**src/sv/sxt_pkg.sv**
```systemverilog
`timescale 1ns / 1ps
// Shared types, codes and character classes of the S-expression tokenizer.
// No dependencies; every other file but sxt_if imports this package.
package sxt_pkg;

  localparam int POS_BITS_DEF = 16;
  localparam int QUEUE_DEPTH  = 4;
  localparam int QPTR_W       = $clog2(QUEUE_DEPTH);
  localparam int WIDE_W       = 33;

  localparam logic [7:0] CH_LPAREN = 8'h28;
  localparam logic [7:0] CH_RPAREN = 8'h29;
  localparam logic [7:0] CH_QUOTE  = 8'h22;
  localparam logic [7:0] CH_SEMI   = 8'h3b;
  localparam logic [7:0] CH_NL     = 8'h0a;
  localparam logic [7:0] CH_TAB    = 8'h09;
  localparam logic [7:0] CH_UNDER  = 8'h5f;
  localparam logic [7:0] CH_TILDE  = 8'h7e;
  localparam logic [7:0] CH_MINUS  = 8'h2d;
  localparam logic [7:0] CH_PLUS   = 8'h2b;
  localparam logic [7:0] CH_STAR   = 8'h2a;
  localparam logic [7:0] CH_SLASH  = 8'h2f;
  localparam logic [7:0] CH_PCT    = 8'h25;
  localparam logic [7:0] CH_CARET  = 8'h5e;
  localparam logic [7:0] CH_AMP    = 8'h26;
  localparam logic [7:0] CH_BAR    = 8'h7c;

  typedef enum logic [2:0] {
    TT_OPEN   = 3'd0,
    TT_CLOSE  = 3'd1,
    TT_INT    = 3'd2,
    TT_STR    = 3'd3,
    TT_SYMBOL = 3'd4
  } tok_type_t;

  typedef enum logic [4:0] {
    MODE_IDLE    = 5'b00001,
    MODE_NUM     = 5'b00010,
    MODE_IDENT   = 5'b00100,
    MODE_STR     = 5'b01000,
    MODE_COMMENT = 5'b10000
  } lex_mode_t;

  typedef struct packed {
    tok_type_t   tok_type;
    logic [15:0] tok_start;
    logic [15:0] tok_len;
  } token_t;

  typedef struct packed {
    logic   two;
    token_t tok0;
    token_t tok1;
  } job_t;

  typedef struct packed {
    logic full;
    logic empty;
  } q_status_t;

  function automatic logic is_digit(logic [7:0] c);
    return (c >= 8'h30) && (c <= 8'h39);
  endfunction

  function automatic logic is_ident(logic [7:0] c);
    return ((c >= 8'h61) && (c <= 8'h7a)) || ((c >= 8'h41) && (c <= 8'h5a)) ||
           is_digit(c) || (c == CH_UNDER) || (c == CH_MINUS) || (c == CH_PLUS) ||
           (c == CH_STAR) || (c == CH_SLASH) || (c == CH_PCT) || (c == CH_CARET) ||
           (c == CH_AMP) || (c == CH_BAR) || (c == CH_TILDE);
  endfunction

  function automatic logic [15:0] sat16(logic [WIDE_W-1:0] v);
    return (v > WIDE_W'(16'hffff)) ? 16'hffff : v[15:0];
  endfunction

endpackage

```
**src/sv/sxt_if.sv**
```systemverilog
`timescale 1ns / 1ps
// Valid/ready channel interfaces for characters in and tokens out.
// No dependencies.
interface sxt_in_if;
  logic       valid;
  logic       ready;
  logic [7:0] ch;
  logic       last_char;
  modport source (output valid, output ch, output last_char, input ready);
  modport sink   (input valid, input ch, input last_char, output ready);
endinterface

interface sxt_out_if;
  logic        valid;
  logic        ready;
  logic [2:0]  tok_type;
  logic [15:0] tok_start;
  logic [15:0] tok_len;
  logic        last_of_run;
  modport source (output valid, output tok_type, output tok_start, output tok_len,
                  output last_of_run, input ready);
  modport sink   (input valid, input tok_type, input tok_start, input tok_len,
                  input last_of_run, output ready);
endinterface

```
**src/sv/sxt_front.sv**
```systemverilog
`timescale 1ns / 1ps
// Front end: lexer mode, token start and position counter; classifies one
// character per transaction into zero to two tokens. Depends on sxt_pkg.
module sxt_front import sxt_pkg::*; #(
  parameter int POS_BITS = POS_BITS_DEF
) (
  input  logic       clk,
  input  logic       rst_n,
  input  logic       accept,
  input  logic [7:0] ch,
  input  logic       last_char,
  output logic       push,
  output job_t       job
);

  lex_mode_t           mode_r, mode_nxt;
  logic [POS_BITS-1:0] begin_r, begin_nxt;
  logic [POS_BITS-1:0] pos_r, pos_nxt;

  logic [POS_BITS-1:0] p_next;
  logic [POS_BITS:0]   p_w, p1_w;
  logic                dig, idc, fresh;
  logic [1:0]          n;
  token_t              t0, t1;

  function automatic token_t mk_tok(tok_type_t t, logic [POS_BITS:0] s,
                                    logic [POS_BITS:0] e);
    token_t r;
    r.tok_type  = t;
    r.tok_start = sat16(WIDE_W'(s));
    r.tok_len   = (e >= s) ? sat16(WIDE_W'(e - s)) : 16'd0;
    return r;
  endfunction

  always_comb begin
    dig    = is_digit(ch);
    idc    = is_ident(ch);
    p_w    = (POS_BITS+1)'(pos_r);
    p1_w   = p_w + (POS_BITS+1)'(1);
    p_next = (&pos_r) ? pos_r : pos_r + POS_BITS'(1);
    mode_nxt  = mode_r;
    begin_nxt = begin_r;
    fresh = 1'b0;
    n  = 2'd0;
    t0 = '0;
    t1 = '0;

    unique case (mode_r)
      MODE_NUM: begin
        if (!dig) begin
          t0 = mk_tok(TT_INT, (POS_BITS+1)'(begin_r), p_w);
          n = 2'd1;
          mode_nxt = MODE_IDLE;
          fresh = 1'b1;
        end
      end
      MODE_IDENT: begin
        if (!idc) begin
          t0 = mk_tok(TT_SYMBOL, (POS_BITS+1)'(begin_r), p_w);
          n = 2'd1;
          mode_nxt = MODE_IDLE;
          fresh = 1'b1;
        end
      end
      MODE_STR: begin
        if (ch == CH_QUOTE) begin
          t0 = mk_tok(TT_STR, (POS_BITS+1)'(begin_r), p_w);
          n = 2'd1;
          mode_nxt = MODE_IDLE;
        end
      end
      MODE_COMMENT: begin
        if (ch == CH_NL) mode_nxt = MODE_IDLE;
      end
      default: begin
        mode_nxt = MODE_IDLE;
        fresh = 1'b1;
      end
    endcase

    if (fresh) begin
      priority if (ch == CH_LPAREN || ch == CH_RPAREN) begin
        if (n == 2'd0) t0 = mk_tok((ch == CH_LPAREN) ? TT_OPEN : TT_CLOSE, p_w, p1_w);
        else t1 = mk_tok((ch == CH_LPAREN) ? TT_OPEN : TT_CLOSE, p_w, p1_w);
        n = n + 2'd1;
      end else if (ch == CH_QUOTE) begin
        mode_nxt  = MODE_STR;
        begin_nxt = p_next;
      end else if (ch == CH_SEMI) begin
        mode_nxt = MODE_COMMENT;
      end else if (dig) begin
        mode_nxt  = MODE_NUM;
        begin_nxt = pos_r;
      end else if (idc) begin
        mode_nxt  = MODE_IDENT;
        begin_nxt = pos_r;
      end else begin
        mode_nxt = MODE_IDLE;
      end
    end

    if (last_char) begin
      if (mode_nxt == MODE_NUM || mode_nxt == MODE_IDENT) begin
        if (n == 2'd0)
          t0 = mk_tok((mode_nxt == MODE_NUM) ? TT_INT : TT_SYMBOL,
                      (POS_BITS+1)'(begin_nxt), p1_w);
        else
          t1 = mk_tok((mode_nxt == MODE_NUM) ? TT_INT : TT_SYMBOL,
                      (POS_BITS+1)'(begin_nxt), p1_w);
        n = n + 2'd1;
      end
      mode_nxt  = MODE_IDLE;
      begin_nxt = '0;
      pos_nxt   = '0;
    end else begin
      pos_nxt = p_next;
    end
  end

  assign push     = accept && (n != 2'd0);
  assign job.two  = n[1];
  assign job.tok0 = t0;
  assign job.tok1 = t1;

  always_ff @(posedge clk) begin
    if (!rst_n) begin
      mode_r  <= MODE_IDLE;
      begin_r <= '0;
      pos_r   <= '0;
    end else if (accept) begin
      mode_r  <= mode_nxt;
      begin_r <= begin_nxt;
      pos_r   <= pos_nxt;
    end
  end

endmodule

```
**src/sv/sxt_queue.sv**
```systemverilog
`timescale 1ns / 1ps
// Short token-job queue between front and back end.
// Depends on sxt_pkg.
module sxt_queue import sxt_pkg::*; (
  input  logic      clk,
  input  logic      rst_n,
  input  logic      push,
  input  job_t      push_job,
  input  logic      pop,
  output job_t      head,
  output q_status_t status
);

  job_t              mem_r [QUEUE_DEPTH];
  logic [QPTR_W-1:0] wr_r, rd_r;
  logic [QPTR_W:0]   cnt_r;

  assign status.full  = (cnt_r == (QPTR_W+1)'(QUEUE_DEPTH));
  assign status.empty = (cnt_r == '0);
  assign head = mem_r[rd_r];

  always_ff @(posedge clk) begin
    if (push) mem_r[wr_r] <= push_job;
  end

  always_ff @(posedge clk) begin
    if (!rst_n) begin
      wr_r  <= '0;
      rd_r  <= '0;
      cnt_r <= '0;
    end else begin
      if (push) wr_r <= wr_r + QPTR_W'(1);
      if (pop) rd_r <= rd_r + QPTR_W'(1);
      if (push && !pop) cnt_r <= cnt_r + (QPTR_W+1)'(1);
      else if (pop && !push) cnt_r <= cnt_r - (QPTR_W+1)'(1);
    end
  end

endmodule

```
**src/sv/sxt_back.sv**
```systemverilog
`timescale 1ns / 1ps
// Back end: serialises each queued job into one or two token transactions
// through an output register. Depends on sxt_pkg and sxt_out_if.
module sxt_back import sxt_pkg::*; (
  input  logic      clk,
  input  logic      rst_n,
  input  job_t      head,
  input  q_status_t status,
  output logic      pop,
  sxt_out_if.source out_chan
);

  logic   valid_r;
  logic   sel_r;
  token_t tok_r;
  logic   last_r;
  logic   load, is_last;

  assign load    = (!valid_r || out_chan.ready) && !status.empty;
  assign is_last = sel_r || !head.two;
  assign pop     = load && is_last;

  always_ff @(posedge clk) begin
    if (!rst_n) begin
      valid_r <= 1'b0;
      sel_r   <= 1'b0;
    end else if (load) begin
      valid_r <= 1'b1;
      sel_r   <= !is_last;
    end else if (out_chan.ready) begin
      valid_r <= 1'b0;
    end
  end

  always_ff @(posedge clk) begin
    if (load) begin
      tok_r  <= sel_r ? head.tok1 : head.tok0;
      last_r <= is_last;
    end
  end

  assign out_chan.valid       = valid_r;
  assign out_chan.tok_type    = tok_r.tok_type;
  assign out_chan.tok_start   = tok_r.tok_start;
  assign out_chan.tok_len     = tok_r.tok_len;
  assign out_chan.last_of_run = last_r;

endmodule

```
**src/sv/s_expression_tokenizer.sv**
```systemverilog
`timescale 1ns / 1ps
// S-expression tokenizer: characters in, (type, start, length) tokens out.
// Depends on sxt_pkg, sxt_if, sxt_front, sxt_queue and sxt_back.
//
// One character is taken per cycle whenever the four-entry job queue has
// room, even while a token waits at the output. The front end classifies
// the character in that same cycle; a character that ends a pending token
// and is itself a parenthesis, or that ends one token and starts another as
// the last of the text, yields two tokens. The
// back end sends one token per cycle from its output register while the
// output is ready, so the sustained rate is one character per cycle as long
// as the text averages at most one token per character; a run of two-token
// characters drains as two output transactions each and fills the queue.
// There is no clearing pass after reset.
module s_expression_tokenizer import sxt_pkg::*; #(
  parameter int POS_BITS = POS_BITS_DEF
) (
  input  logic      clk,
  input  logic      rst_n,
  sxt_in_if.sink    in_chan,
  sxt_out_if.source out_chan
);

  logic      accept, push, pop;
  job_t      job, head;
  q_status_t status;

  assign in_chan.ready = !status.full;
  assign accept = in_chan.valid && !status.full;

  sxt_front #(.POS_BITS(POS_BITS)) u_front (
    .clk       (clk),
    .rst_n     (rst_n),
    .accept    (accept),
    .ch        (in_chan.ch),
    .last_char (in_chan.last_char),
    .push      (push),
    .job       (job)
  );

  sxt_queue u_queue (
    .clk      (clk),
    .rst_n    (rst_n),
    .push     (push),
    .push_job (job),
    .pop      (pop),
    .head     (head),
    .status   (status)
  );

  sxt_back u_back (
    .clk      (clk),
    .rst_n    (rst_n),
    .head     (head),
    .status   (status),
    .pop      (pop),
    .out_chan (out_chan)
  );

endmodule

```
**src/flat_wrapper.sv**
```systemverilog
// flat-port wrapper written by rule: the top's interface ports become plain ports
module s_expression_tokenizer_flat import sxt_pkg::*;
#(
  parameter int POS_BITS = POS_BITS_DEF
)
  (clk, rst_n, in_chan_valid, in_chan_ch, in_chan_last_char, in_chan_ready, out_chan_valid, out_chan_tok_type, out_chan_tok_start, out_chan_tok_len, out_chan_last_of_run, out_chan_ready);
  sxt_in_if in_chan_i ();
  sxt_out_if out_chan_i ();
  input  logic clk;
  input  logic rst_n;
  input wire logic [$bits(in_chan_i.valid)-1:0] in_chan_valid;
  input wire logic [$bits(in_chan_i.ch)-1:0] in_chan_ch;
  input wire logic [$bits(in_chan_i.last_char)-1:0] in_chan_last_char;
  output wire logic [$bits(in_chan_i.ready)-1:0] in_chan_ready;
  output wire logic [$bits(out_chan_i.valid)-1:0] out_chan_valid;
  output wire logic [$bits(out_chan_i.tok_type)-1:0] out_chan_tok_type;
  output wire logic [$bits(out_chan_i.tok_start)-1:0] out_chan_tok_start;
  output wire logic [$bits(out_chan_i.tok_len)-1:0] out_chan_tok_len;
  output wire logic [$bits(out_chan_i.last_of_run)-1:0] out_chan_last_of_run;
  input wire logic [$bits(out_chan_i.ready)-1:0] out_chan_ready;
  assign in_chan_i.valid = in_chan_valid;
  assign in_chan_i.ch = in_chan_ch;
  assign in_chan_i.last_char = in_chan_last_char;
  assign in_chan_ready = in_chan_i.ready;
  assign out_chan_valid = out_chan_i.valid;
  assign out_chan_tok_type = out_chan_i.tok_type;
  assign out_chan_tok_start = out_chan_i.tok_start;
  assign out_chan_tok_len = out_chan_i.tok_len;
  assign out_chan_last_of_run = out_chan_i.last_of_run;
  assign out_chan_i.ready = out_chan_ready;
  s_expression_tokenizer #(.POS_BITS(POS_BITS)) u_core (.clk(clk), .rst_n(rst_n), .in_chan(in_chan_i), .out_chan(out_chan_i));
endmodule
```
**config.mk**
```make
export PLATFORM = sky130hd
export DESIGN_NAME = s_expression_tokenizer_flat
export DESIGN_NICKNAME = d
export VERILOG_FILES = /design/src/sv/sxt_pkg.sv /design/src/sv/sxt_if.sv /design/src/sv/sxt_front.sv /design/src/sv/sxt_queue.sv /design/src/sv/sxt_back.sv /design/src/sv/s_expression_tokenizer.sv /design/src/flat_wrapper.sv
export SDC_FILE = /design/constraint.sdc
export NUM_CORES = 1
export LEC_CHECK = 0
export BUFFER_PORTS_ARGS = -buffer_cell sky130_fd_sc_hd__clkbuf_2
export CORE_AREA = 4 4 164 245
export DETAILED_ROUTE_END_ITERATION = 8
export DIE_AREA = 0 0 168 249
export PLACE_DENSITY = 0.68
export SKIP_CTS_REPAIR_TIMING = 1
export SYNTH_ARGS = -nofsm -noshare
export SYNTH_HDL_FRONTEND = slang
export SYNTH_SLANG_ARGS = --single-unit
```
**constraint.sdc**
```tcl
create_clock -name clk -period 5.3 [get_ports clk]
set_input_delay 0.265 -clock clk [delete_from_list [all_inputs] [get_ports clk]]
set_output_delay 0.265 -clock clk [all_outputs]
set_load 0.1 [all_outputs]
```
==> results.ini <==
[cells_and_area]
n_fill_cell = 3163
multi_input_area_um2 = 7660
synthToLayoutAreaGrowth_pct = 12.0
layout-drive-gt1-share_pct = 21.7
diodes = 0
nets = 1595
regArea_um2 = 10600

[floorplan]
fp.dieW_um = 168
core-area_um2 = 38200
row_count = 88
initial_utilization_pct = 49.3
dieArea_um2 = 41800
die_y_um = 249
ios = 51

[placement]
gp_congestion = 0.977
port_buffers = 50
hpwl_um = 34600

[setup_path]
cpLargestDelayFamily = compound AO/OA/AOI/OAI gates
crit_fanout = 15
critPathArrivalTime_ns = 5.26
start_kind = flop
cp_slowest_cell = o311ai_0
critical_path_class = reg2reg
required_ns = 5.58
critPathBufInv = 3
crit_path_end_kind = flop
critical_path.max_stage_delay_ns = 0.96
crit_top_cell = buf_4
crit_path_cell_trace = buf_4, nand2_1, nor4_1, ha_1, a22oi_1, o22ai_1, ha_1, o21ai_0, a21oi_1, o311ai_1, buf_4, nand3_1, buf_4, nand2_1, o311ai_0, nor3_1, o22ai_1

[timing]
hold_viol = 0
worst_slew_pin_slew_ns = 1.13
fmax_ghz = 0.201
fin_setup_tns_ns = 0
rsz0062_at_grt = false
maxSlewHeadroom_pct = 23.9
period_share_pct = 93.9
setup_viol = 0
whs_ns = 0.0610
skew_ns = 0.0181
fin_crit_ns = 4.98
slew_viol_final = 0

[synth]
yosysTopAreaCell = edfxtp_1
syn_area_per_cell_um2 = 13.1
synthCells = 1442
synth_edf_count = 320
yosys_warnings = 0
ys.flop_type = edfxtp_1
yosys.cell_count.top_type = edfxtp_1
synth.area.top_cells = edfxtp_1 51%, mux4_2 8.5%, dfxtp_1 5.1%
async_reset_ff_share_pct = 0
synth_top_area_share_pct = 51.0
synth_cell_types = 91
synth_fp_nets = 1514
ys_top_cells_by_count = 320 x edfxtp_1, 83 x nand2_1, 82 x a21oi_1, 72 x inv_1, 71 x mux4_2
ys_seq_area_share_pct = 56.1
synth-seq-cells = 368
netlist_area_um2 = 18800

[routing]
route.met3.wl_um = 2180
wl_per_cell_um = 24.2
first_pass_iters = 6
drc = 0
drt-met1-wl_um = 18600
routed_via_density = 6.17
antenna_left = 0
via_count = 12600
drt-total-wl_um = 49300
highest_layer = met4
route.met2.wl_um = 26200
drt_iter0_drc = 899

[clock_network]
clk_latency_ns = 0.52
cts.sinks = 368
cts_tree = done
ctsLongestPathBuffers = 3
cts_root_buf = clkbuf_16
path_clk_slew_ns = 0.07
cts_buffers = 35
h-tree-depth = 2

[global_routing]
grt.overflow.total = 0
track_usage_pct = 23.6
grt_first_pass_wirelength_um = 76600
grt_pass1_vias = 13200
grt_max_degree = 72
antenna_found_initial = 0

[pwr]
peakVddDrop_uv = 649
powerDensity_nw_per_um2 = 416
total_power_uw = 8760
p_leak_uw = 0.00740

[flow_run]
maxCapViolCount = 0

[status]
status = completed

[worst_hold_path]
holdCritPathClass = in2reg

metrics by stage:
stage	cell area, um2	setup slack, ns	cells	util [%]
after floorplan	18800	0.222	1442	-
after global placement	20000	0.314	1981	52.3
after detailed placement	20000	0.198	1981	52.3
after CTS	21100	0.364	2041	55.2
after global routing	21100	0.0235	2041	55.2
final	21100	0.322	2041	55.2
state kept, by name, summed over array words and instances (netlist names), named ones only:
name,flops
u_core.u_front.pos_r,16
u_core.u_back.out_chan.tok_len,16
u_core.u_back.sel_r,1
u_core.u_queue.rd_r,2
u_core.u_queue.mem_r,284
u_core.u_back.out_chan.valid,1
u_core.u_queue.cnt_r,3
u_core.u_back.out_chan.last_of_run,1
u_core.u_front.mode_r,5
u_core.u_back.out_chan.tok_start,16
u_core.u_back.out_chan.tok_type,3
u_core.u_front.begin_r,16
u_core.u_queue.wr_r,2
placed cells by master, fill, tap and decap left out, types with 23 or more instances in the layout:
cell type,Yosys,layout
inv_1,72,72
nor3_1,33,33
nor2_1,58,57
edfxtp_1,320,320
o22ai_1,40,39
o21ai_0,69,68
nand2_1,83,83
a21oi_1,82,81
ha_1,56,56
nor2b_1,28,28
mux2_2,40,40
clkbuf_2,1,50
buf_4,2,68
mux4_2,71,71
nand3_1,23,23
clkbuf_16,0,37
xnor2_1,32,32
xor2_1,26,26
dfxtp_1,48,45
path summary, 6_finish.rpt:
kind | start | to | slack, ns | depth (start not counted)
min | out_chan_ready | u_core.u_back.out_chan.valid$_SDFFE_PN0P_ | 0.06 | 4
min reg2reg | u_core.u_queue.wr_r[1]$_SDFFE_PN0P_ | u_core.u_queue.wr_r[1]$_SDFFE_PN0P_ | 0.50 | 2
max reg2reg | u_core.u_front.pos_r[1]$_SDFFE_PN0P_ | u_core.u_queue.mem_r[0][15]$_DFFE_PP_ | 0.32 | 17
max | u_core.u_front.pos_r[1]$_SDFFE_PN0P_ | u_core.u_queue.mem_r[0][15]$_DFFE_PP_ | 0.32 | 17
cell type report:
class	instances	share of cell area (%)
multi-input combinational	922	36.3
tap	495	2.94
inverter	73	1.30
clock buffer	45	4.53
sequential	368	50.2
timing repair buffer	123	4.08
clock inverter	15	0.653
worst register-to-register path: cells and delay by family, from the launching register on:
family / cells / cell delay (ns)
compound gates: 7 / 2.22
fa+ha+maj: 2 / 0.84
buf+inv: 3 / 0.53
flops: 1 / 0.34
simple gates: 5 / 0.82
power breakdown:
group	switching, uW	internal, uW
Sequential	129	3450
Clock	1020	1380
Combinational	2060	721
Total	3210	5550
cells by family (layout without fill, tap and decap cells):
| group | after synthesis | after routing | share of synthesized area (%) |
|---|---|---|---|
| and+or+nand+nor | 321 | 321 | 8.96 |
| adders and majority gates | 59 | 59 | 4.04 |
| DFF | 368 | 368 | 56.1 |
| buffers and inverters | 152 | 256 | 3.38 |
| xor gates and xnor gates | 58 | 58 | 2.70 |
| muxes | 120 | 120 | 11.5 |
| AOI/OAI and AO/OA | 364 | 364 | 13.3 |
routing by layer:
metal  track usage [%]  vias up
met3              2.95      121
li1                  -     5782
met4              10.7        0
met5                 0        -
met2              42.5      404
met1              28.0     6287
Note: power is estimated with default switching activity, not from simulation.
